File: config.mk
export PLATFORM = sky130hd
export DESIGN_NAME = fpbc_cell
export DESIGN_NICKNAME = d
export VERILOG_FILES = /design/src/hw/rtl/flow_packet_byte_counter_macros.svh /design/src/hw/rtl/fpbc_pkg.sv /design/src/hw/rtl/fpbc_cell.sv
export SDC_FILE = /design/constraint.sdc
export NUM_CORES = 1
export LEC_CHECK = 0
export BUFFER_PORTS_ARGS = -buffer_cell sky130_fd_sc_hd__buf_2
export CORE_MARGIN = 2
export CORE_UTILIZATION = 48
export CTS_CLUSTER_DIAMETER = 60
export CTS_CLUSTER_SIZE = 28
export DETAILED_ROUTE_END_ITERATION = 10
export PLACE_DENSITY = 0.76
export SLEW_MARGIN = 10
export SYNTH_ARGS = -nofsm -noshare
export SYNTH_HDL_FRONTEND = slang
export SYNTH_SLANG_ARGS = --single-unit
File: constraint.sdc
create_clock -name clock -period 5.47 [get_ports clock]
set_input_delay 0.547 -clock clock [delete_from_list [all_inputs] [get_ports clock]]
set_output_delay 0.547 -clock clock [all_outputs]
set_load 0.01 [all_outputs]
File: src/hw/rtl/flow_packet_byte_counter_macros.svh
// ---------------------------------------------------------------------------
// Flow packet byte counter assertion macros
// Shared concurrent assertion forms, clocked on clock and held off in reset.
// ---------------------------------------------------------------------------
`ifndef FLOW_PACKET_BYTE_COUNTER_MACROS_SVH
`define FLOW_PACKET_BYTE_COUNTER_MACROS_SVH

// Implication checked at every edge outside reset.
`define FPBC_ASSERT_IMPLY(lbl, ante, cons) \
   lbl: assert property (@(posedge clock) disable iff (reset) (ante) |-> (cons)) \
      else $error("fpbc assertion failed");

// Plain invariant checked at every edge outside reset.
`define FPBC_ASSERT_ALWAYS(lbl, cond) \
   lbl: assert property (@(posedge clock) disable iff (reset) (cond)) \
      else $error("fpbc invariant failed");

`endif

File: src/hw/rtl/fpbc_pkg.sv
// ---------------------------------------------------------------------------
// Flow packet byte counter package
// Table size, codes and the request record that walks the cell chain.
// ---------------------------------------------------------------------------
package fpbc_pkg;

   localparam int FLOW_ENTRIES = 64;
   localparam int POS_W = (FLOW_ENTRIES > 1) ? $clog2(FLOW_ENTRIES) : 1;
   localparam int CMP_W = (POS_W > 6) ? POS_W : 6;

   localparam logic [1:0] OP_NONE   = 2'd0;
   localparam logic [1:0] OP_UPDATE = 2'd1;
   localparam logic [1:0] OP_READ   = 2'd2;

   localparam logic [1:0] ST_COUNTED = 2'd0;
   localparam logic [1:0] ST_IGNORED = 2'd1;
   localparam logic [1:0] ST_FULL    = 2'd2;

   localparam logic       ACT_BYTE = 1'b0;
   localparam logic       ACT_READ = 1'b1;
   localparam logic       KIND_PACKET = 1'b0;
   localparam logic       KIND_READ   = 1'b1;

   localparam logic [15:0] ETYPE_IPV4 = 16'h0800;
   localparam logic [7:0]  PROTO_TCP  = 8'd6;
   localparam logic [7:0]  PROTO_UDP  = 8'd17;
   localparam logic [3:0]  IP_VER4    = 4'd4;

   typedef struct packed {
      logic [1:0]       op;
      logic             done;
      logic             kind;
      logic [1:0]       status;
      logic [5:0]       entry_index;
      logic [5:0]       read_index;
      logic [POS_W-1:0] pos;
      logic             entry_valid;
      logic [31:0]      saddr;
      logic [31:0]      daddr;
      logic [15:0]      sport;
      logic [15:0]      dport;
      logic [15:0]      payload;
      logic [31:0]      pkts;
      logic [47:0]      bytes;
   } probe_type;

endpackage

File: src/hw/rtl/fpbc_cell.sv
// ---------------------------------------------------------------------------
// Flow packet byte counter table cell
// Hold one flow entry; match, allocate or read it as a request passes by.
// ---------------------------------------------------------------------------
module fpbc_cell import fpbc_pkg::*; (
   input  logic      clock,
   input  logic      reset,
   input  logic      in_valid,
   input  probe_type in_probe,
   output logic      out_valid,
   output probe_type out_probe
);

   logic        used_ff, used_in;
   logic [31:0] sa_ff, da_ff, sa_in, da_in;
   logic [15:0] sp_ff, dp_ff, sp_in, dp_in;
   logic [31:0] pk_ff, pk_in;
   logic [47:0] by_ff, by_in;
   logic        ov_ff, ov_in;
   probe_type   op_ff, op_in;

   logic        live, key_hit, hit, alloc, rd;
   logic [31:0] pk_inc;
   logic [48:0] bsum;

   always_comb begin
      live = in_valid && in_probe.op == OP_UPDATE && !in_probe.done;
      key_hit = sa_ff == in_probe.saddr && da_ff == in_probe.daddr &&
                sp_ff == in_probe.sport && dp_ff == in_probe.dport;
      hit = live && used_ff && key_hit;
      alloc = live && !used_ff;
      rd = in_valid && in_probe.op == OP_READ && used_ff &&
           CMP_W'(in_probe.pos) == CMP_W'(in_probe.read_index);
      pk_inc = (pk_ff == '1) ? pk_ff : pk_ff + 32'd1;
      bsum = {1'b0, by_ff} + {33'd0, in_probe.payload};
      used_in = used_ff | alloc;
      sa_in = alloc ? in_probe.saddr : sa_ff;
      da_in = alloc ? in_probe.daddr : da_ff;
      sp_in = alloc ? in_probe.sport : sp_ff;
      dp_in = alloc ? in_probe.dport : dp_ff;
      pk_in = alloc ? 32'd1 : (hit ? pk_inc : pk_ff);
      by_in = alloc ? {32'd0, in_probe.payload} :
              (hit ? (bsum[48] ? '1 : bsum[47:0]) : by_ff);
      ov_in = in_valid;
      op_in = in_probe;
      op_in.pos = in_probe.pos + POS_W'(1);
      if (hit || alloc) begin
         op_in.done = 1'b1;
         op_in.status = ST_COUNTED;
         op_in.entry_index = 6'(in_probe.pos);
         op_in.entry_valid = 1'b1;
         op_in.pkts = pk_in;
         op_in.bytes = by_in;
      end else if (rd) begin
         op_in.entry_valid = 1'b1;
         op_in.saddr = sa_ff;
         op_in.daddr = da_ff;
         op_in.sport = sp_ff;
         op_in.dport = dp_ff;
         op_in.pkts = pk_ff;
         op_in.bytes = by_ff;
      end
   end

   always_ff @(posedge clock) begin
      if (reset) begin
         used_ff <= 1'b0;
         ov_ff <= 1'b0;
      end else begin
         used_ff <= used_in;
         ov_ff <= ov_in;
      end
      sa_ff <= sa_in;
      da_ff <= da_in;
      sp_ff <= sp_in;
      dp_ff <= dp_in;
      pk_ff <= pk_in;
      by_ff <= by_in;
      op_ff <= op_in;
   end

   assign out_valid = ov_ff;
   assign out_probe = op_ff;

endmodule

==> results.yml <==
route:
  drc_errors: 0
  drtAntennaViolNets: 0
  wl_per_cell_um: 20.0
  first_iter_violations: 1417
  drt_pass1_iterations: 5
  drt_wl_total_mm: 54.8
  vias_per_cell: 5.67
  vias: 15500
synthesis:
  yosysWarningCount: 0
  synth_area_um2: 17100
  synthArstFlopShare_pct: 0
  synth_nets: 2098
  synth_area_leaders: "dfxtp_1 35%, edfxtp_1 17%, nand2_1 8.8%, xnor2_1 4.6%, nand2b_1 3.0%"
  ys_ff_latch: 395
  yosysTopAreaCell: "dfxtp_1"
  synth_top_area_share_pct: 35.1
  synth.most_common_cell: "nand2_1"
  synth_cells: 1859
  synth_common_cells: "400 x nand2_1, 299 x dfxtp_1, 96 x edfxtp_1, 94 x a21oi_1, 93 x o21ai_0"
  synth_flop_cell: "dfxtp_1"
  yosysSeqAreaShare_pct: 52.0
  synth-edff-count: 96
  synth_cell_type_count: 63
  postSynthAreaPerCell_um2: 9.18
power:
  p_int_mw: 4.66
  p_sw_mw: 1.90
  clkPwrFrac_pct: 39.2
  pwr-share-comb_pct: 12.1
  p_seq_share_pct: 48.7
  max-vdd-ir-drop_v: 0.000278
  power_density_nw_per_um2: 315
  p_leak_nw: 8.80
  p_sw_share_pct: 29.0
clock_network:
  tritoncts: "done"
  cts_resized: 0
  cts_buffer_depth: 3
  cts_hold_buf: 0
  insertion_delay_ns: 0.60
  cts.htree.levels: 1
  clk_pin_slew_worst_paths_ns: 0.10
  cts-root-buf: "clkbuf_16"
  cts_buffers: 31
  clock_sinks: 395
  postCtsSetupBuffers: 0
grt:
  antenna_found_initial: 17
  grt_max_degree: 115
  grt_overflow_total: 0
  first_global_vias: 14700
  track_usage_pct: 28.9
  grt_first_pass_wirelength_mm: 83.2
floorplan:
  core-area_um2: 35300
  dieArea_um2: 37100
  rows: 69
  die-height_um: 193
  ioPinCount: 438
  start_util_pct: 48.3
  die_w_um: 193
sta:
  setup_tns_ns: 0
  rsz0062_at_grt: "false"
  finalClockSkew_ns: 0.0200
  finalCritPeriodShare_pct: 74.5
  max_freq_mhz: 245
  maxSlewViolCount: 0
  layout_min_cycle_time_ns: 4.08
  worstMarginPinSlew_ns: 1.07
  hold_viol_final: 0
  slew_headroom_pct: 28.5
  setup-violations-final: 0
critical_path:
  endpoint_kind: "flip-flop"
  start_kind: "flip-flop"
  crit_required_ns: 6.00
  critPathMaxFanout: 63
  arrival_ns: 4.60
  critPathKind: "flip-flop to flip-flop"
finish:
  drive_gt1_share_pct: 23.3
  stdcell_count: 2742
  nNetsFinal: 2485
  area_delta_synth_final_pct: 22.1
placed_design:
  io_buffers: 437
  dp.cells: 2674
  hpwlAfterDp_mm: 39.8
  place.gp.congestion: 0.980
job:
  maxCapViolations: 0
status:
  status: "finished clean"
min_path:
  hp-class: "primary input to flip-flop"
cells by family (layout without fill, tap and decap cells):
group / after synthesis / after routing / share of synthesized area [%]
XOR/XNOR: 131 / 131 / 6.72
flip-flops: 395 / 395 / 52.0
multiplexers: 9 / 9 / 0.572
adder cells (fa/ha/maj): 19 / 19 / 1.44
buffers and inverters: 120 / 531 / 2.70
AO/OA/AOI/OAI: 350 / 350 / 13.3
other: 0 / 11 / 0
AND/OR/NAND/NOR: 835 / 835 / 23.3
metrics by stage:
stage	utilization, %	instance area [um^2]	hold slack, ns	power, mW	worst slack [ns]
after floorplan	-	17100	0.440	3.69	0.275
after global placement	55.6	19600	0.463	4.03	1.37
after detailed placement	55.6	19600	0.472	4.05	1.30
after CTS	59.0	20800	0.0215	6.60	1.50
after global routing	59.0	20800	0.0350	6.81	1.28
final	59.0	20800	0.0526	6.56	1.39
final cells by class:
type                    count  area (um^2)
fillers                  3042        14500
flip-flops and latches    395         8870
multi-input cells        1344         7760
repair buffers            452         2320
clock buffers              31          776
well taps                 461          577
clock inverters            26          419
inverters                  22         87.6
diodes                     11         27.5
sequential cells by signal, summed over array words and instances, names as in the netlist, 16 cells and up:
| signal | flops |
|---|---|
| sa_ff | 32 |
| da_ff | 32 |
| pk_ff | 32 |
| out_probe | 217 |
| by_ff | 48 |
| sp_ff | 16 |
| dp_ff | 16 |
path summary, 6_finish.rpt:
check / from / depth (start not counted) / slack, ns / end
hold / removal: in_probe[213] / 1 / 0.05 / out_probe[213]
setup reg to reg: sp_ff[4] / 7 / 1.39 / pk_ff[11]
setup / recovery: sp_ff[4] / 7 / 1.39 / pk_ff[11]
hold reg to reg: da_ff[21] / 2 / 0.49 / out_probe[149]
power groups by stage:
| stage | Clock (mW) | Sequential (mW) | Combinational (mW) |
|---|---|---|---|
| floorplan | 0 | 3.30 | 0.392 |
| global placement | 0 | 3.25 | 0.776 |
| detailed placement | 0 | 3.26 | 0.787 |
| CTS | 2.62 | 3.19 | 0.792 |
| global route | 2.72 | 3.21 | 0.877 |
| finish | 2.57 | 3.19 | 0.797 |
per-layer routing:
metal / global-route usage, % / wire [um] / up-vias
met5: 0 / 81 / -
met4: 11.8 / 2160 / 12
met3: 7.57 / 5130 / 125
met2: 47.4 / 25700 / 717
met1: 36.3 / 21700 / 7302
li1: - / - / 7379
cell usage in the layout, fill, tap and decap left out, types with 65 or more instances in the layout:
| master | synthesis | routed |
|---|---|---|
| nand2_1 | 400 | 400 |
| nand2b_1 | 83 | 83 |
| edfxtp_1 | 96 | 96 |
| nand4_1 | 65 | 65 |
| nor2_1 | 88 | 88 |
| xnor2_1 | 89 | 89 |
| buf_2 | 2 | 437 |
| o21ai_0 | 93 | 93 |
| a21oi_1 | 94 | 94 |
| dfxtp_1 | 299 | 299 |
critical path: stages (launching register included):
cell and delay (ns):
edfxtp_1 0.43, xor2_1 0.18, nor4_1 0.87, nand4_1 0.28
or4_4 0.92, or4_1 0.74, or3_1 0.37, a21oi_1 0.16
No activity file was read; power rests on OpenSTA's default activity.
