`src/hw/rtl/flow_packet_byte_counter_macros.svh`:
```
// ---------------------------------------------------------------------------
// Flow packet byte counter assertion macros
// Shared concurrent assertion forms, clocked on clock and held off in reset.
// ---------------------------------------------------------------------------
`ifndef FLOW_PACKET_BYTE_COUNTER_MACROS_SVH
`define FLOW_PACKET_BYTE_COUNTER_MACROS_SVH

// Implication checked at every edge outside reset.
`define FPBC_ASSERT_IMPLY(lbl, ante, cons) \
   lbl: assert property (@(posedge clock) disable iff (reset) (ante) |-> (cons)) \
      else $error("fpbc assertion failed");

// Plain invariant checked at every edge outside reset.
`define FPBC_ASSERT_ALWAYS(lbl, cond) \
   lbl: assert property (@(posedge clock) disable iff (reset) (cond)) \
      else $error("fpbc invariant failed");

`endif

```
`src/hw/rtl/fpbc_pkg.sv`:
```
// ---------------------------------------------------------------------------
// Flow packet byte counter package
// Table size, codes and the request record that walks the cell chain.
// ---------------------------------------------------------------------------
package fpbc_pkg;

   localparam int FLOW_ENTRIES = 64;
   localparam int POS_W = (FLOW_ENTRIES > 1) ? $clog2(FLOW_ENTRIES) : 1;
   localparam int CMP_W = (POS_W > 6) ? POS_W : 6;

   localparam logic [1:0] OP_NONE   = 2'd0;
   localparam logic [1:0] OP_UPDATE = 2'd1;
   localparam logic [1:0] OP_READ   = 2'd2;

   localparam logic [1:0] ST_COUNTED = 2'd0;
   localparam logic [1:0] ST_IGNORED = 2'd1;
   localparam logic [1:0] ST_FULL    = 2'd2;

   localparam logic       ACT_BYTE = 1'b0;
   localparam logic       ACT_READ = 1'b1;
   localparam logic       KIND_PACKET = 1'b0;
   localparam logic       KIND_READ   = 1'b1;

   localparam logic [15:0] ETYPE_IPV4 = 16'h0800;
   localparam logic [7:0]  PROTO_TCP  = 8'd6;
   localparam logic [7:0]  PROTO_UDP  = 8'd17;
   localparam logic [3:0]  IP_VER4    = 4'd4;

   typedef struct packed {
      logic [1:0]       op;
      logic             done;
      logic             kind;
      logic [1:0]       status;
      logic [5:0]       entry_index;
      logic [5:0]       read_index;
      logic [POS_W-1:0] pos;
      logic             entry_valid;
      logic [31:0]      saddr;
      logic [31:0]      daddr;
      logic [15:0]      sport;
      logic [15:0]      dport;
      logic [15:0]      payload;
      logic [31:0]      pkts;
      logic [47:0]      bytes;
   } probe_type;

endpackage

```
`src/hw/rtl/fpbc_parser.sv`:
```
// ---------------------------------------------------------------------------
// Flow packet byte counter frame parser
// Collect header fields byte by byte and launch one request per frame end or read.
// ---------------------------------------------------------------------------
module fpbc_parser import fpbc_pkg::*; (
   input  logic        clock,
   input  logic        reset,
   input  logic        accept,
   input  logic        action,
   input  logic [7:0]  data_byte,
   input  logic        last_byte,
   input  logic [5:0]  read_index,
   output logic        launch_valid,
   output probe_type   launch_probe
);

   logic [15:0] pos_ff, pos_in;
   logic [15:0] etype_ff, etype_in;
   logic [7:0]  ivl_ff, ivl_in;
   logic [7:0]  proto_ff, proto_in;
   logic [31:0] sa_ff, sa_in;
   logic [31:0] da_ff, da_in;
   logic [15:0] sp_ff, sp_in;
   logic [15:0] dp_ff, dp_in;
   logic [3:0]  off_ff, off_in;
   logic        lv_ff, lv_in;
   probe_type   lp_ff, lp_in;

   logic [15:0] t_cur, t_new, need, len, sub, pay;
   logic        is_tcp, ok;

   always_comb begin
      t_cur = 16'd14 + {10'd0, ivl_ff[3:0], 2'b00};
      etype_in = etype_ff;
      ivl_in = ivl_ff;
      proto_in = proto_ff;
      sa_in = sa_ff;
      da_in = da_ff;
      sp_in = sp_ff;
      dp_in = dp_ff;
      off_in = off_ff;
      pos_in = pos_ff;
      lv_in = 1'b0;
      lp_in = '0;
      if (pos_ff == 16'd12) etype_in = {data_byte, etype_ff[7:0]};
      else if (pos_ff == 16'd13) etype_in = {etype_ff[15:8], data_byte};
      else if (pos_ff == 16'd14) ivl_in = data_byte;
      else if (pos_ff == 16'd23) proto_in = data_byte;
      else if (pos_ff >= 16'd26 && pos_ff <= 16'd29) sa_in = {sa_ff[23:0], data_byte};
      else if (pos_ff >= 16'd30 && pos_ff <= 16'd33) da_in = {da_ff[23:0], data_byte};
      if (pos_ff == t_cur) sp_in = {data_byte, sp_ff[7:0]};
      else if (pos_ff == t_cur + 16'd1) sp_in = {sp_ff[15:8], data_byte};
      else if (pos_ff == t_cur + 16'd2) dp_in = {data_byte, dp_ff[7:0]};
      else if (pos_ff == t_cur + 16'd3) dp_in = {dp_ff[15:8], data_byte};
      else if (pos_ff == t_cur + 16'd12) off_in = data_byte[7:4];
      len = (pos_ff != 16'hFFFF) ? pos_ff + 16'd1 : 16'hFFFF;
      // checks use the values just captured
      t_new = 16'd14 + {10'd0, ivl_in[3:0], 2'b00};
      is_tcp = (proto_in == PROTO_TCP);
      need = is_tcp ? t_new + 16'd13 : t_new + 16'd4;
      ok = (len >= 16'd24) && (etype_in == ETYPE_IPV4) && (ivl_in[7:4] == IP_VER4) &&
           (ivl_in[3:0] >= 4'd5) && (is_tcp || proto_in == PROTO_UDP) && (len >= need);
      sub = t_new + (is_tcp ? {10'd0, off_in, 2'b00} : 16'd8);
      pay = (len > sub) ? len - sub : 16'd0;
      if (accept) begin
         if (action == ACT_READ) begin
            lv_in = 1'b1;
            lp_in.op = OP_READ;
            lp_in.kind = KIND_READ;
            lp_in.status = ST_COUNTED;
            lp_in.entry_index = read_index;
            lp_in.read_index = read_index;
            // drop the frame byte on a read step
            etype_in = etype_ff;
            ivl_in = ivl_ff;
            proto_in = proto_ff;
            sa_in = sa_ff;
            da_in = da_ff;
            sp_in = sp_ff;
            dp_in = dp_ff;
            off_in = off_ff;
         end else if (last_byte) begin
            pos_in = 16'd0;
            lv_in = 1'b1;
            lp_in.kind = KIND_PACKET;
            if (ok) begin
               lp_in.op = OP_UPDATE;
               lp_in.status = ST_COUNTED;
               lp_in.saddr = sa_in;
               lp_in.daddr = da_in;
               lp_in.sport = sp_in;
               lp_in.dport = dp_in;
               lp_in.payload = pay;
            end else begin
               lp_in.op = OP_NONE;
               lp_in.status = ST_IGNORED;
            end
         end else begin
            pos_in = len;
         end
      end else begin
         etype_in = etype_ff;
         ivl_in = ivl_ff;
         proto_in = proto_ff;
         sa_in = sa_ff;
         da_in = da_ff;
         sp_in = sp_ff;
         dp_in = dp_ff;
         off_in = off_ff;
      end
   end

   always_ff @(posedge clock) begin
      if (reset) begin
         pos_ff <= '0;
         etype_ff <= '0;
         ivl_ff <= '0;
         proto_ff <= '0;
         sa_ff <= '0;
         da_ff <= '0;
         sp_ff <= '0;
         dp_ff <= '0;
         off_ff <= '0;
         lv_ff <= 1'b0;
      end else begin
         pos_ff <= pos_in;
         etype_ff <= etype_in;
         ivl_ff <= ivl_in;
         proto_ff <= proto_in;
         sa_ff <= sa_in;
         da_ff <= da_in;
         sp_ff <= sp_in;
         dp_ff <= dp_in;
         off_ff <= off_in;
         lv_ff <= lv_in;
      end
      lp_ff <= lp_in;
   end

   assign launch_valid = lv_ff;
   assign launch_probe = lp_ff;

endmodule

```
`config.mk`:
```
export PLATFORM = sky130hd
export DESIGN_NAME = fpbc_parser
export DESIGN_NICKNAME = d
export VERILOG_FILES = /design/src/hw/rtl/flow_packet_byte_counter_macros.svh /design/src/hw/rtl/fpbc_pkg.sv /design/src/hw/rtl/fpbc_parser.sv
export SDC_FILE = /design/constraint.sdc
export NUM_CORES = 1
export LEC_CHECK = 0
export ABC_AREA = 0
export BUFFER_PORTS_ARGS = -buffer_cell sky130_fd_sc_hd__buf_2
export CELL_PAD_IN_SITES_DETAIL_PLACEMENT = 0
export CELL_PAD_IN_SITES_GLOBAL_PLACEMENT = 2
export CORE_MARGIN = 1
export CORE_UTILIZATION = 35
export DETAILED_ROUTE_END_ITERATION = 10
export PLACE_DENSITY_LB_ADDON = 0.08
export SYNTH_ARGS = -nofsm -noshare
export SYNTH_HDL_FRONTEND = slang
export SYNTH_SLANG_ARGS = --single-unit
```
`constraint.sdc`:
```
create_clock -name clock -period 9.4 [get_ports clock]
set_input_delay 1.41 -clock clock [delete_from_list [all_inputs] [get_ports clock]]
set_output_delay 1.41 -clock clock [all_outputs]
set_load 0.01 [all_outputs]
```
==> results of run 1 <==
-- registers in the layout (all words and copies together), names as in the netlist --
name          count
dp_ff            16
da_ff            32
pos_ff           16
launch_probe    121
sa_ff            32
proto_ff          8
sp_ff            16
etype_ff         16
launch_valid      1
ivl_ff            8
off_ff            4
-- final cells by class --
cell class / instances / share of cell area (%)
multi-input cells: 1082 / 44.31
flip-flops and latches: 270 / 38.23
clock buffers: 48 / 6.433
repair buffers: 158 / 5.805
well taps: 461 / 4.079
inverters: 26 / 0.6902
clock inverters: 4 / 0.4601
-- where the power goes --
part           total (uW)  internal (uW)  leakage (uW)  switching [uW]
Combinational         129           38.8       0.00327            90.4
Sequential           1150           1150       0.00218            4.76
Clock                1160            686      0.000468             478
-- synth_stat cells, drive strengths merged, types with 16 or more instances --
cell type | instances | share of area, %
ha | 28 | 2.8
dfxtp | 270 | 43
nand3 | 16 | 0.64
clkbuf | 71 | 2.1
mux2i | 101 | 8.0
nor3 | 16 | 0.77
a21oi | 157 | 6.2
xnor2 | 17 | 1.2
xor2 | 20 | 1.4
inv | 26 | 0.78
nor2 | 137 | 4.6
nand2 | 307 | 9.2
buf | 128 | 7.2
-- through the flow --
| stage | power [uW] | hold WS [ps] |
|---|---|---|
| after floorplan | 1301 | 426.4 |
| after global routing | 2544 | 466.8 |
| after global placement | 1308 | 434.9 |
| after CTS | 2485 | 451.7 |
| final | 2446 | 450.0 |
| after detailed placement | 1307 | 442.5 |
-- cells by family (layout without fill, tap and decap cells) --
family                   count (synthesis)  count (layout)
AND/OR/NAND/NOR                        587             587
flip-flops                             270             270
AO/OA/AOI/OAI                          233             233
buffers and inverters                  225             236
multiplexers                           105             105
XOR/XNOR                                37              37
adder cells (fa/ha/maj)                 30              30
other                                    2              90
-- worst max-delay path by stage --
stage	end	slack, ps
3_3_place_gp	launch_probe[86]	3080
3_5_place_dp	launch_probe[86]	2930
2_1_floorplan	launch_probe[82]	4070
4_1_cts	launch_probe[86]	2950
5_1_grt	launch_probe[91]	2450
6_report	launch_probe[86]	3050
-- metal layers --
layer,track usage [%],up-vias
li1,-,4960
met1,27.24,4685
met2,28.50,274
met3,3.380,36
met4,4.029,0
met5,0,-
-- worst max-delay path, cell delays in order (launching register included) --
cell and delay [ps]:
dfxtp_1 420, nor4_4 480, and2_1 450, nand3_1 290, mux2i_1 760, ha_1 380, xnor2_1 240, inv_1 90
ha_1 320, a21oi_1 230, xor2_1 200, ha_1 270, o21ai_0 140, or4_1 160, o22ai_1 90, o41ai_1 940
o311ai_2 430, and4b_1 340
==> flow_metrics.env, run 1 <==
export IMPL_r2r_setup_slack_ps=3050
export IMPL_avgSynthCellArea_um2=8.450
export IMPL_holdCritStartpoint="proto_ff[7]"
export IMPL_cp_start_kind="flop"
export IMPL_rsz0062_at_grt="no"
export IMPL_synthAdderAreaFrac_pct=3.103
export IMPL_syn2layout_area_growth_pct=12.38
export IMPL_status="complete, no violations"
export IMPL_wirelength_um=34710
export IMPL_dpl_cell_area_mm2=0.01317
export IMPL_fp_dieH_um=191.6
export IMPL_die_area_mm2=0.03671
export IMPL_postCtsSetupRepairBufs=0
export IMPL_hold_path_endpoint="proto_ff[7]"
export IMPL_die_w_um=191.6
export IMPL_reg2reg_depth=17
export IMPL_grt_pass1_vias=9370
export IMPL_drt_iter0_drc=495
export IMPL_mostFrequentLayoutCells="nand2_1 (307), dfxtp_1 (270), a21oi_1 (157)"
export IMPL_cp_startpoint="pos_ff[11]"
export IMPL_post_route_util_pct=39.85
export IMPL_cap_violations=0
export IMPL_synth_top_family_by_area="simple AND/OR/NAND/NOR gates"
export IMPL_cts_made_buffers=31
export IMPL_via_count=9955
export IMPL_setup_tns_ps=0
export IMPL_routabilityCongestion=0.7900
export IMPL_wl_met3_um=2067
export IMPL_finalInstanceArea_mm2=0.01414
export IMPL_gr_total_overflow=0
export IMPL_slew_headroom_pct=20.03
export IMPL_ys_warn_count=0
export IMPL_rows=69
export IMPL_hp_class="flop to flop"
export IMPL_placed_cells=1997
export IMPL_io_buffers=147
export IMPL_synth_simple_area_share_pct=21.90
export IMPL_grt_pass1_wl_um=54300
export IMPL_setup_viol=0
export IMPL_tritoncts="done"
export IMPL_syn_area_mm2=0.01258
export IMPL_powerDensity_mw_per_mm2=173.0
export IMPL_fin_nets=1618
export IMPL_clock_root_buffer="clkbuf_16"
export IMPL_route_met2_wl_um=14990
export IMPL_ant_nets=0
export IMPL_fin_worst_skew_ps=16.99
export IMPL_synth_compound_area_share_pct=10.94
export IMPL_highest_layer="met4"
export IMPL_synth_seq_cells=270
export IMPL_mostFrequentLayoutCell="nand2_1"
export IMPL_worstPathRequired_ps=9860
export IMPL_floorplan_initialDensity_pct=35.46
export IMPL_reg2reg_to="launch_probe[86]"
export IMPL_crit_arrival_ps=6820
export IMPL_boundaryPins=237
export IMPL_n_antenna_cell=0
export IMPL_p_leak_uw=0.005919
export IMPL_worstSetupEndpointType="flop"
export IMPL_multiInputGateArea_mm2=0.006265
export IMPL_grt_usage_pct=18.70
export IMPL_worstHoldPathCells=2
export IMPL_hpwl_um=22430
export IMPL_synth_xor_area_share_pct=2.576
export IMPL_synthArstFlopShare_pct=0
export IMPL_cts_resized=0
export IMPL_fillers=3606
export IMPL_antenna_found_initial=0
export IMPL_drive_gt1_share_pct=14.67
export IMPL_synth_mux_area_share_pct=8.393
export IMPL_synth_cells=1489
export IMPL_ir_worst_vdd_mv=0.1360
export IMPL_core_mm2=0.03548
export IMPL_critical_path_peak_fanout=16
export IMPL_pre_cts_ws_ps=2932
export IMPL_crit_type="flop to flop"
export IMPL_clockBufferDepth=3
export IMPL_clk_latency_ps=570
export IMPL_tightest_slew_ps=1195
export IMPL_routedWlPerCell_um=16.94
export IMPL_path_clk_slew_ps=60
export IMPL_fin_crit_sh_pct=67.61
export IMPL_slew_viol_final=0
export IMPL_regArea_mm2=0.005405
export IMPL_stdcell_count=2049
export IMPL_cts_hold_buf=0
export IMPL_max_freq_mhz=157.4
export IMPL_hold_violations=0
export IMPL_setup_ws_ps=3045
export IMPL_clock_sinks=270
export IMPL_synth_enable_flop_cells=0
export IMPL_synth_flop_cell="dfxtp_1"
export IMPL_htree_num_levels=1
export IMPL_r2r_start="pos_ff[11]"
export IMPL_wl_met1_um=17050
export IMPL_drc=0
export IMPL_yosys_cell_types_count=72
export IMPL_period_needed_ps=6355
export IMPL_ys_seq_area_share_pct=42.96
export IMPL_drt_pass1_iterations=5
export IMPL_vias_per_cell=4.858
export IMPL_grt_max_degree=83
(Power assumes the default switching activity.)
==> run 2: changes to the inputs <==
--- a/config.mk
+++ b/config.mk
@@ -5,12 +5,12 @@
 export SDC_FILE = /design/constraint.sdc
 export NUM_CORES = 1
 export LEC_CHECK = 0
-export ABC_AREA = 0
+export ABC_AREA = 1
 export BUFFER_PORTS_ARGS = -buffer_cell sky130_fd_sc_hd__buf_2
 export CELL_PAD_IN_SITES_DETAIL_PLACEMENT = 0
 export CELL_PAD_IN_SITES_GLOBAL_PLACEMENT = 2
 export CORE_MARGIN = 1
-export CORE_UTILIZATION = 35
+export CORE_UTILIZATION = 32
 export DETAILED_ROUTE_END_ITERATION = 10
 export PLACE_DENSITY_LB_ADDON = 0.08
 export SYNTH_ARGS = -nofsm -noshare
==> constraint.sdc (replaced) <==
create_clock -name clock -period 5.87 [get_ports clock]
set_input_delay 0.8805 -clock clock [delete_from_list [all_inputs] [get_ports clock]]
set_output_delay 0.8805 -clock clock [all_outputs]
set_load 0.01 [all_outputs]
==> run 2 against run 1 <==
  * Die area is 14% higher
  * Synthesized cell count up 16%
  * Cell count up 16%
  * Critical path type unchanged
  * Largest cell class unchanged
  * Largest power group unchanged
==> flow_metrics.env, run 2 <==
export IMPL_status="complete, no violations"
export IMPL_vias_per_cell=4.425
export IMPL_ys_seq_area_share_pct=41.27
export IMPL_drt_iter0_drc=485
export IMPL_synth_enable_flop_cells=0
export IMPL_synth_top_area_share_pct=41.27
export IMPL_avgSynthCellArea_um2=7.605
export IMPL_n_antenna_cell=0
export IMPL_pre_cts_ws_ps=785.6
export IMPL_r2r_setup_slack_ps=760
export IMPL_die_w_um=204.3
export IMPL_drc=0
export IMPL_hold_violations=0
export IMPL_htree_num_levels=2
export IMPL_crit_arrival_ps=5520
export IMPL_antenna_found_initial=1
export IMPL_cp_start_kind="flop"
export IMPL_multiInputGateArea_mm2=0.006043
export IMPL_core_mm2=0.04001
export IMPL_syn_area_mm2=0.01310
export IMPL_tritoncts="done"
export IMPL_cts_made_buffers=34
export IMPL_reg2reg_to="launch_probe[84]"
export IMPL_hpwl_um=24210
export IMPL_setup_viol=0
export IMPL_rsz0062_at_grt="no"
export IMPL_grt_pass1_vias=10030
export IMPL_p_leak_uw=0.007886
export IMPL_post_route_util_pct=37.60
export IMPL_largest_reg_flops=121
export IMPL_postCtsSetupRepairBufs=0
export IMPL_io_buffers=147
export IMPL_synth_most_common_cell="nand2_1"
export IMPL_yosys_cell_types_count=43
export IMPL_tightest_slew_ps=1068
export IMPL_grt_usage_pct=17.40
export IMPL_slew_viol_final=0
export IMPL_worstSetupEndpointType="flop"
export IMPL_ys_warn_count=0
export IMPL_critical_path_peak_fanout=14
export IMPL_synth_top_area_cell="dfxtp_1"
export IMPL_grt_pass1_wl_um=56880
export IMPL_gr_total_overflow=0
export IMPL_ant_nets=0
export IMPL_cts_hold_buf=0
export IMPL_mostFrequentLayoutCells="nand2_1 (304), dfxtp_1 (270), inv_1 (220)"
export IMPL_period_needed_ps=5113
export IMPL_routedWlPerCell_um=15.12
export IMPL_synth_cells=1722
export IMPL_synth_seq_cells=270
export IMPL_holdCritStartpoint="dp_ff[2]"
export IMPL_clock_sinks=270
export IMPL_hp_class="flop to flop"
export IMPL_clock_root_buffer="clkbuf_16"
export IMPL_setup_tns_ps=0
export IMPL_worstPathRequired_ps=6270
export IMPL_ys_top_cells_by_count="nand2_1 (304), dfxtp_1 (270), inv_1 (220), nor2_1 (190), buf_4 (102)"
export IMPL_fin_nets=1886
export IMPL_max_freq_mhz=195.6
export IMPL_grt_max_degree=242
export IMPL_synthArstFlopShare_pct=0
export IMPL_setup_ws_ps=757.0
export IMPL_drive_gt1_share_pct=15.91
export IMPL_placed_cells=2326
export IMPL_regArea_mm2=0.005405
export IMPL_path_clk_slew_ps=50
export IMPL_fin_worst_skew_ps=21.04
export IMPL_r2r_start="ivl_ff[0]"
export IMPL_synth_flop_cell="dfxtp_1"
export IMPL_wirelength_um=36070
export IMPL_netlist_top_cells_area="dfxtp_1 (41%), nand2_1 (8.7%), inv_1 (6.3%)"
export IMPL_hold_path_endpoint="launch_probe[98]"
export IMPL_via_count=10560
export IMPL_fillers=4215
export IMPL_worstHoldPathCells=2
export IMPL_stdcell_count=2386
export IMPL_boundaryPins=237
export IMPL_routabilityCongestion=0.8324
export IMPL_fin_crit_sh_pct=87.10
export IMPL_clk_latency_ps=540
export IMPL_clockBufferDepth=3
export IMPL_fp_dieH_um=204.3
export IMPL_rows=73
export IMPL_floorplan_initialDensity_pct=32.74
export IMPL_reg2reg_depth=25
export IMPL_cap_violations=0
export IMPL_slew_headroom_pct=28.77
export IMPL_drt_pass1_iterations=5
export IMPL_cts_resized=0
export IMPL_die_area_mm2=0.04174
export IMPL_ir_worst_vdd_mv=0.1557
export IMPL_crit_type="flop to flop"
export IMPL_syn2layout_area_growth_pct=14.86
export IMPL_powerDensity_mw_per_mm2=294.3
export IMPL_mostFrequentLayoutCell="nand2_1"
==> run 2: logic make-up after synthesis <==
family	count (synthesis)	synth area share (%)
flip-flops	270	41.27
buffers and inverters	411	15.30
AO/OA/AOI/OAI	267	11.76
XOR/XNOR	31	2.073
other	2	0.05734
multiplexers	64	4.892
AND/OR/NAND/NOR	647	21.67
adder cells (fa/ha/maj)	30	2.981
==> run 2: how the worst max path moves through the flow <==
stage	cells after the start	start	slack, ps	to
after CTS	26	ivl_ff[0]	750	launch_probe[84]
after global routing	26	ivl_ff[0]	270	launch_probe[84]
after detailed placement	26	ivl_ff[0]	790	launch_probe[84]
after floorplan	29	pos_ff[9]	1340	launch_probe[83]
after global placement	25	ivl_ff[0]	870	launch_probe[95]
final	25	ivl_ff[0]	760	launch_probe[84]
==> run 2: where the power goes <==
group	total [uW]	internal, uW	switching (uW)
sequential	1930	1890	36.8
clock	2120	1310	815
combinational	373	121	251
total	4430	3320	1100
==> run 2: area by class of cell <==
| type | count | share of cell area (%) |
|---|---|---|
| Sequential cell | 270 | 35.93 |
| Multi-Input combinational cell | 1129 | 40.18 |
| Clock buffer | 50 | 6.596 |
| Timing Repair Buffer | 169 | 6.155 |
| Inverter | 233 | 5.814 |
| Tap cell | 525 | 4.367 |
| Clock inverter | 10 | 0.9566 |
==> run 2: stage by stage <==
| step | power (uW) | instance area (um^2) | hold WS, ps |
|---|---|---|---|
| finish | 4427 | 15040 | 490.9 |
| global route | 4647 | 15040 | 521.2 |
| CTS | 4508 | 15040 | 491.4 |
| detailed placement | 2343 | 13910 | 480.2 |
| global placement | 2340 | 13910 | 479.2 |
| floorplan | 2289 | 13430 | 466.1 |
==> run 2: worst max-delay path, cell delays in order, from the launching register on <==
cell      delay, ps
dfxtp_1         460
inv_1           110
ha_1            250
xor2_1          330
xor2_1          350
xor2_1          110
nor3_1          190
nand2_1         190
nand2_1          90
o21ai_0         110
nor2_1          260
inv_1            80
ha_1            300
nand2_1          70
nor2_1           40
a211oi_1        320
xor2_1          180
ha_1            300
a21oi_1         210
o21ai_0         100
a21oi_1         300
inv_2            80
o21ai_0         170
inv_1           100
nand3_2         230
nor2_1           80
==> run 2: per-layer routing <==
metal / GRT usage, % / vias to the layer above / share of wire [%]
met1: 24.07 / 4733 / 49
li1: - / 5557 / -
met4: 4.691 / 2 / 2.0
met5: 0 / - / 0.033
met2: 27.43 / 213 / 45
met3: 3.316 / 53 / 4.1
==> run 3: changes to the inputs <==
--- a/config.mk
+++ b/config.mk
@@ -12,6 +12,7 @@
 export CORE_MARGIN = 1
 export CORE_UTILIZATION = 32
 export DETAILED_ROUTE_END_ITERATION = 10
+export MAX_ROUTING_LAYER = met4
 export PLACE_DENSITY_LB_ADDON = 0.08
 export SYNTH_ARGS = -nofsm -noshare
 export SYNTH_HDL_FRONTEND = slang
==> run 3 against run 2 <==
  * First-iteration DRC count is 2.3% higher
  * Non-clock buffer count stayed put
  * Clock power is essentially flat
  * Critical endpoint unchanged
  * Utilization hardly changed
  * Cell count about the same
  * Largest cell class unchanged
  * Worst setup slack got worse by 16 ps
  * Total power is essentially flat
  * Via count increased by 0.41%
  * Clock skew shrank 0.64 ps
  * Hold slack better by 0.71 ps
==> flow_metrics.env, run 3 (synthesized netlist as in run 2, its figures left out) <==
export IMPL_cts_hold_buf=0
export IMPL_boundaryPins=237
export IMPL_cp_slowest_stage_delay_ps=460
export IMPL_power_switching_uw=1104
export IMPL_setup_tns_ps=0
export IMPL_pre_cts_ws_ps=785.6
export IMPL_hold_violations=0
export IMPL_gr_total_overflow=0
export IMPL_crit_slowest_cell="dfxtp_1"
export IMPL_antenna_found_initial=1
export IMPL_clk_latency_ps=540
export IMPL_mostFrequentLayoutCell="nand2_1"
export IMPL_slew_headroom_pct=29.40
export IMPL_floorplan_initialDensity_pct=32.74
export IMPL_tightest_slew_ps=1059
export IMPL_rsz0062_at_grt="no"
export IMPL_wirelength_um=36130
export IMPL_switching_share_pct=24.94
export IMPL_hp_class="flop to flop"
export IMPL_drive_gt1_share_pct=15.91
export IMPL_period_needed_ps=5129
export IMPL_crit_type="flop to flop"
export IMPL_clkPwrFrac_pct=48.0
export IMPL_finalInstanceArea_mm2=0.01504
export IMPL_die_w_um=204.3
export IMPL_routabilityCongestion=0.8451
export IMPL_cap_violations=0
export IMPL_rows=73
export IMPL_p_leak_uw=0.007886
export IMPL_powerDensity_mw_per_mm2=294.3
export IMPL_drt_pass1_iterations=5
export IMPL_largest_reg_flops=121
export IMPL_postCtsSetupRepairBufs=0
export IMPL_fin_worst_skew_ps=20.40
export IMPL_path_common_cell="xor2_1"
export IMPL_cp_num_buf_inv=4
export IMPL_grt_max_degree=242
export IMPL_tritoncts="done"
export IMPL_slew_viol_final=0
export IMPL_hpwl_um=24210
export IMPL_grt_usage_pct=17.90
export IMPL_r2r_setup_slack_ps=740
export IMPL_vias_per_cell=4.441
export IMPL_worstPathRequired_ps=6270
export IMPL_fin_nets=1886
export IMPL_worstSetupEndpointType="flop"
export IMPL_routedWlPerCell_um=15.14
export IMPL_setup_viol=0
export IMPL_path_clk_slew_ps=50
export IMPL_clock_sinks=270
export IMPL_cts_made_buffers=34
export IMPL_p_int_uw=3324
export IMPL_fp_dieH_um=204.3
export IMPL_cts_resized=0
export IMPL_max_freq_mhz=195.0
export IMPL_die_area_mm2=0.04174
export IMPL_status="complete, no violations"
export IMPL_cp_top_family="compound AO/OA/AOI/OAI gates"
export IMPL_drt_iter0_drc=496
export IMPL_p_seq_share_pct=43.6
export IMPL_syn2layout_area_growth_pct=14.88
export IMPL_htree_num_levels=2
export IMPL_via_count=10600
export IMPL_clock_root_buffer="clkbuf_16"
export IMPL_cp_start_kind="flop"
export IMPL_ir_worst_vdd_mv=0.1551
export IMPL_fillers=4214
export IMPL_core_mm2=0.04001
export IMPL_setup_ws_ps=741.0
export IMPL_drc=0
export IMPL_dpl_cell_area_mm2=0.01391
export IMPL_clockBufferDepth=3
export IMPL_fin_crit_sh_pct=87.38
export IMPL_io_buffers=147
export IMPL_critical_path_peak_fanout=14
export IMPL_mostFrequentLayoutCells="nand2_1 (304), dfxtp_1 (270), inv_1 (220)"
export IMPL_comb_power_share_pct=8.4
export IMPL_crit_arrival_ps=5530
export IMPL_grt_pass1_wl_um=56820
export IMPL_grt_pass1_vias=10030
export IMPL_ant_nets=0
run 3: changes by cell type in the layout (fill, tap and decap cells not counted), sizes merged:
cell,before,now
diode,0,1
run 3: worst min-delay path, stage by stage (launching register included):
cell	delay, ps
dfxtp_1	300
nand2_1	70
a21oi_1	60
run 3: layout make-up:
class | count | area, um^2 | area share (%)
antenna | 1 | 2.502 | 0.01663
clock buffer | 50 | 992.2 | 6.595
clock inverter | 10 | 143.9 | 0.9564
inverter | 233 | 874.6 | 5.813
multi-input combinational | 1129 | 6043 | 40.17
sequential | 270 | 5405 | 35.93
tap | 525 | 656.9 | 4.366
timing repair buffer | 169 | 925.9 | 6.154
run 3: worst paths after layout:
| check | start | endpoint | depth (start not counted) |
|---|---|---|---|
| worst max-delay path | ivl_ff[0] | launch_probe[84] | 25 |
| worst min-delay path | dp_ff[2] | launch_probe[98] | 2 |
| worst max register to register | ivl_ff[0] | launch_probe[84] | 25 |
| worst min register to register | dp_ff[2] | launch_probe[98] | 2 |
run 3: per-layer routing:
layer  wire, um  part of all wire [%]  vias up  track usage, %
li1           -                     -     5551               -
met1      17980                    50     4786           24.08
met2      16040                    44      210           27.47
met3       1418                   3.9       54           3.221
met4        699                   1.9        0           4.691
met5          0                     0        -               -
run 3: power groups by stage:
stage / registers (uW) / logic [uW] / clock network (uW)
detailed placement: 1970 / 375 / 0
CTS: 1930 / 377 / 2200
finish: 1930 / 373 / 2120
global placement: 1970 / 373 / 0
global route: 1940 / 431 / 2280
floorplan: 1960 / 330 / 0
run 3: through the flow:
step / util, % / cells / total power, uW / hold slack (ps)
6_report: 37.61 / 2387 / 4428 / 491.6
5_1_grt: 37.61 / 2387 / 4645 / 521.2
4_1_cts: 37.60 / 2386 / 4508 / 491.4
3_5_place_dp: 34.76 / 2326 / 2343 / 480.2
3_3_place_gp: 34.76 / 2326 / 2340 / 479.2
2_1_floorplan: - / 1810 / 2289 / 466.1
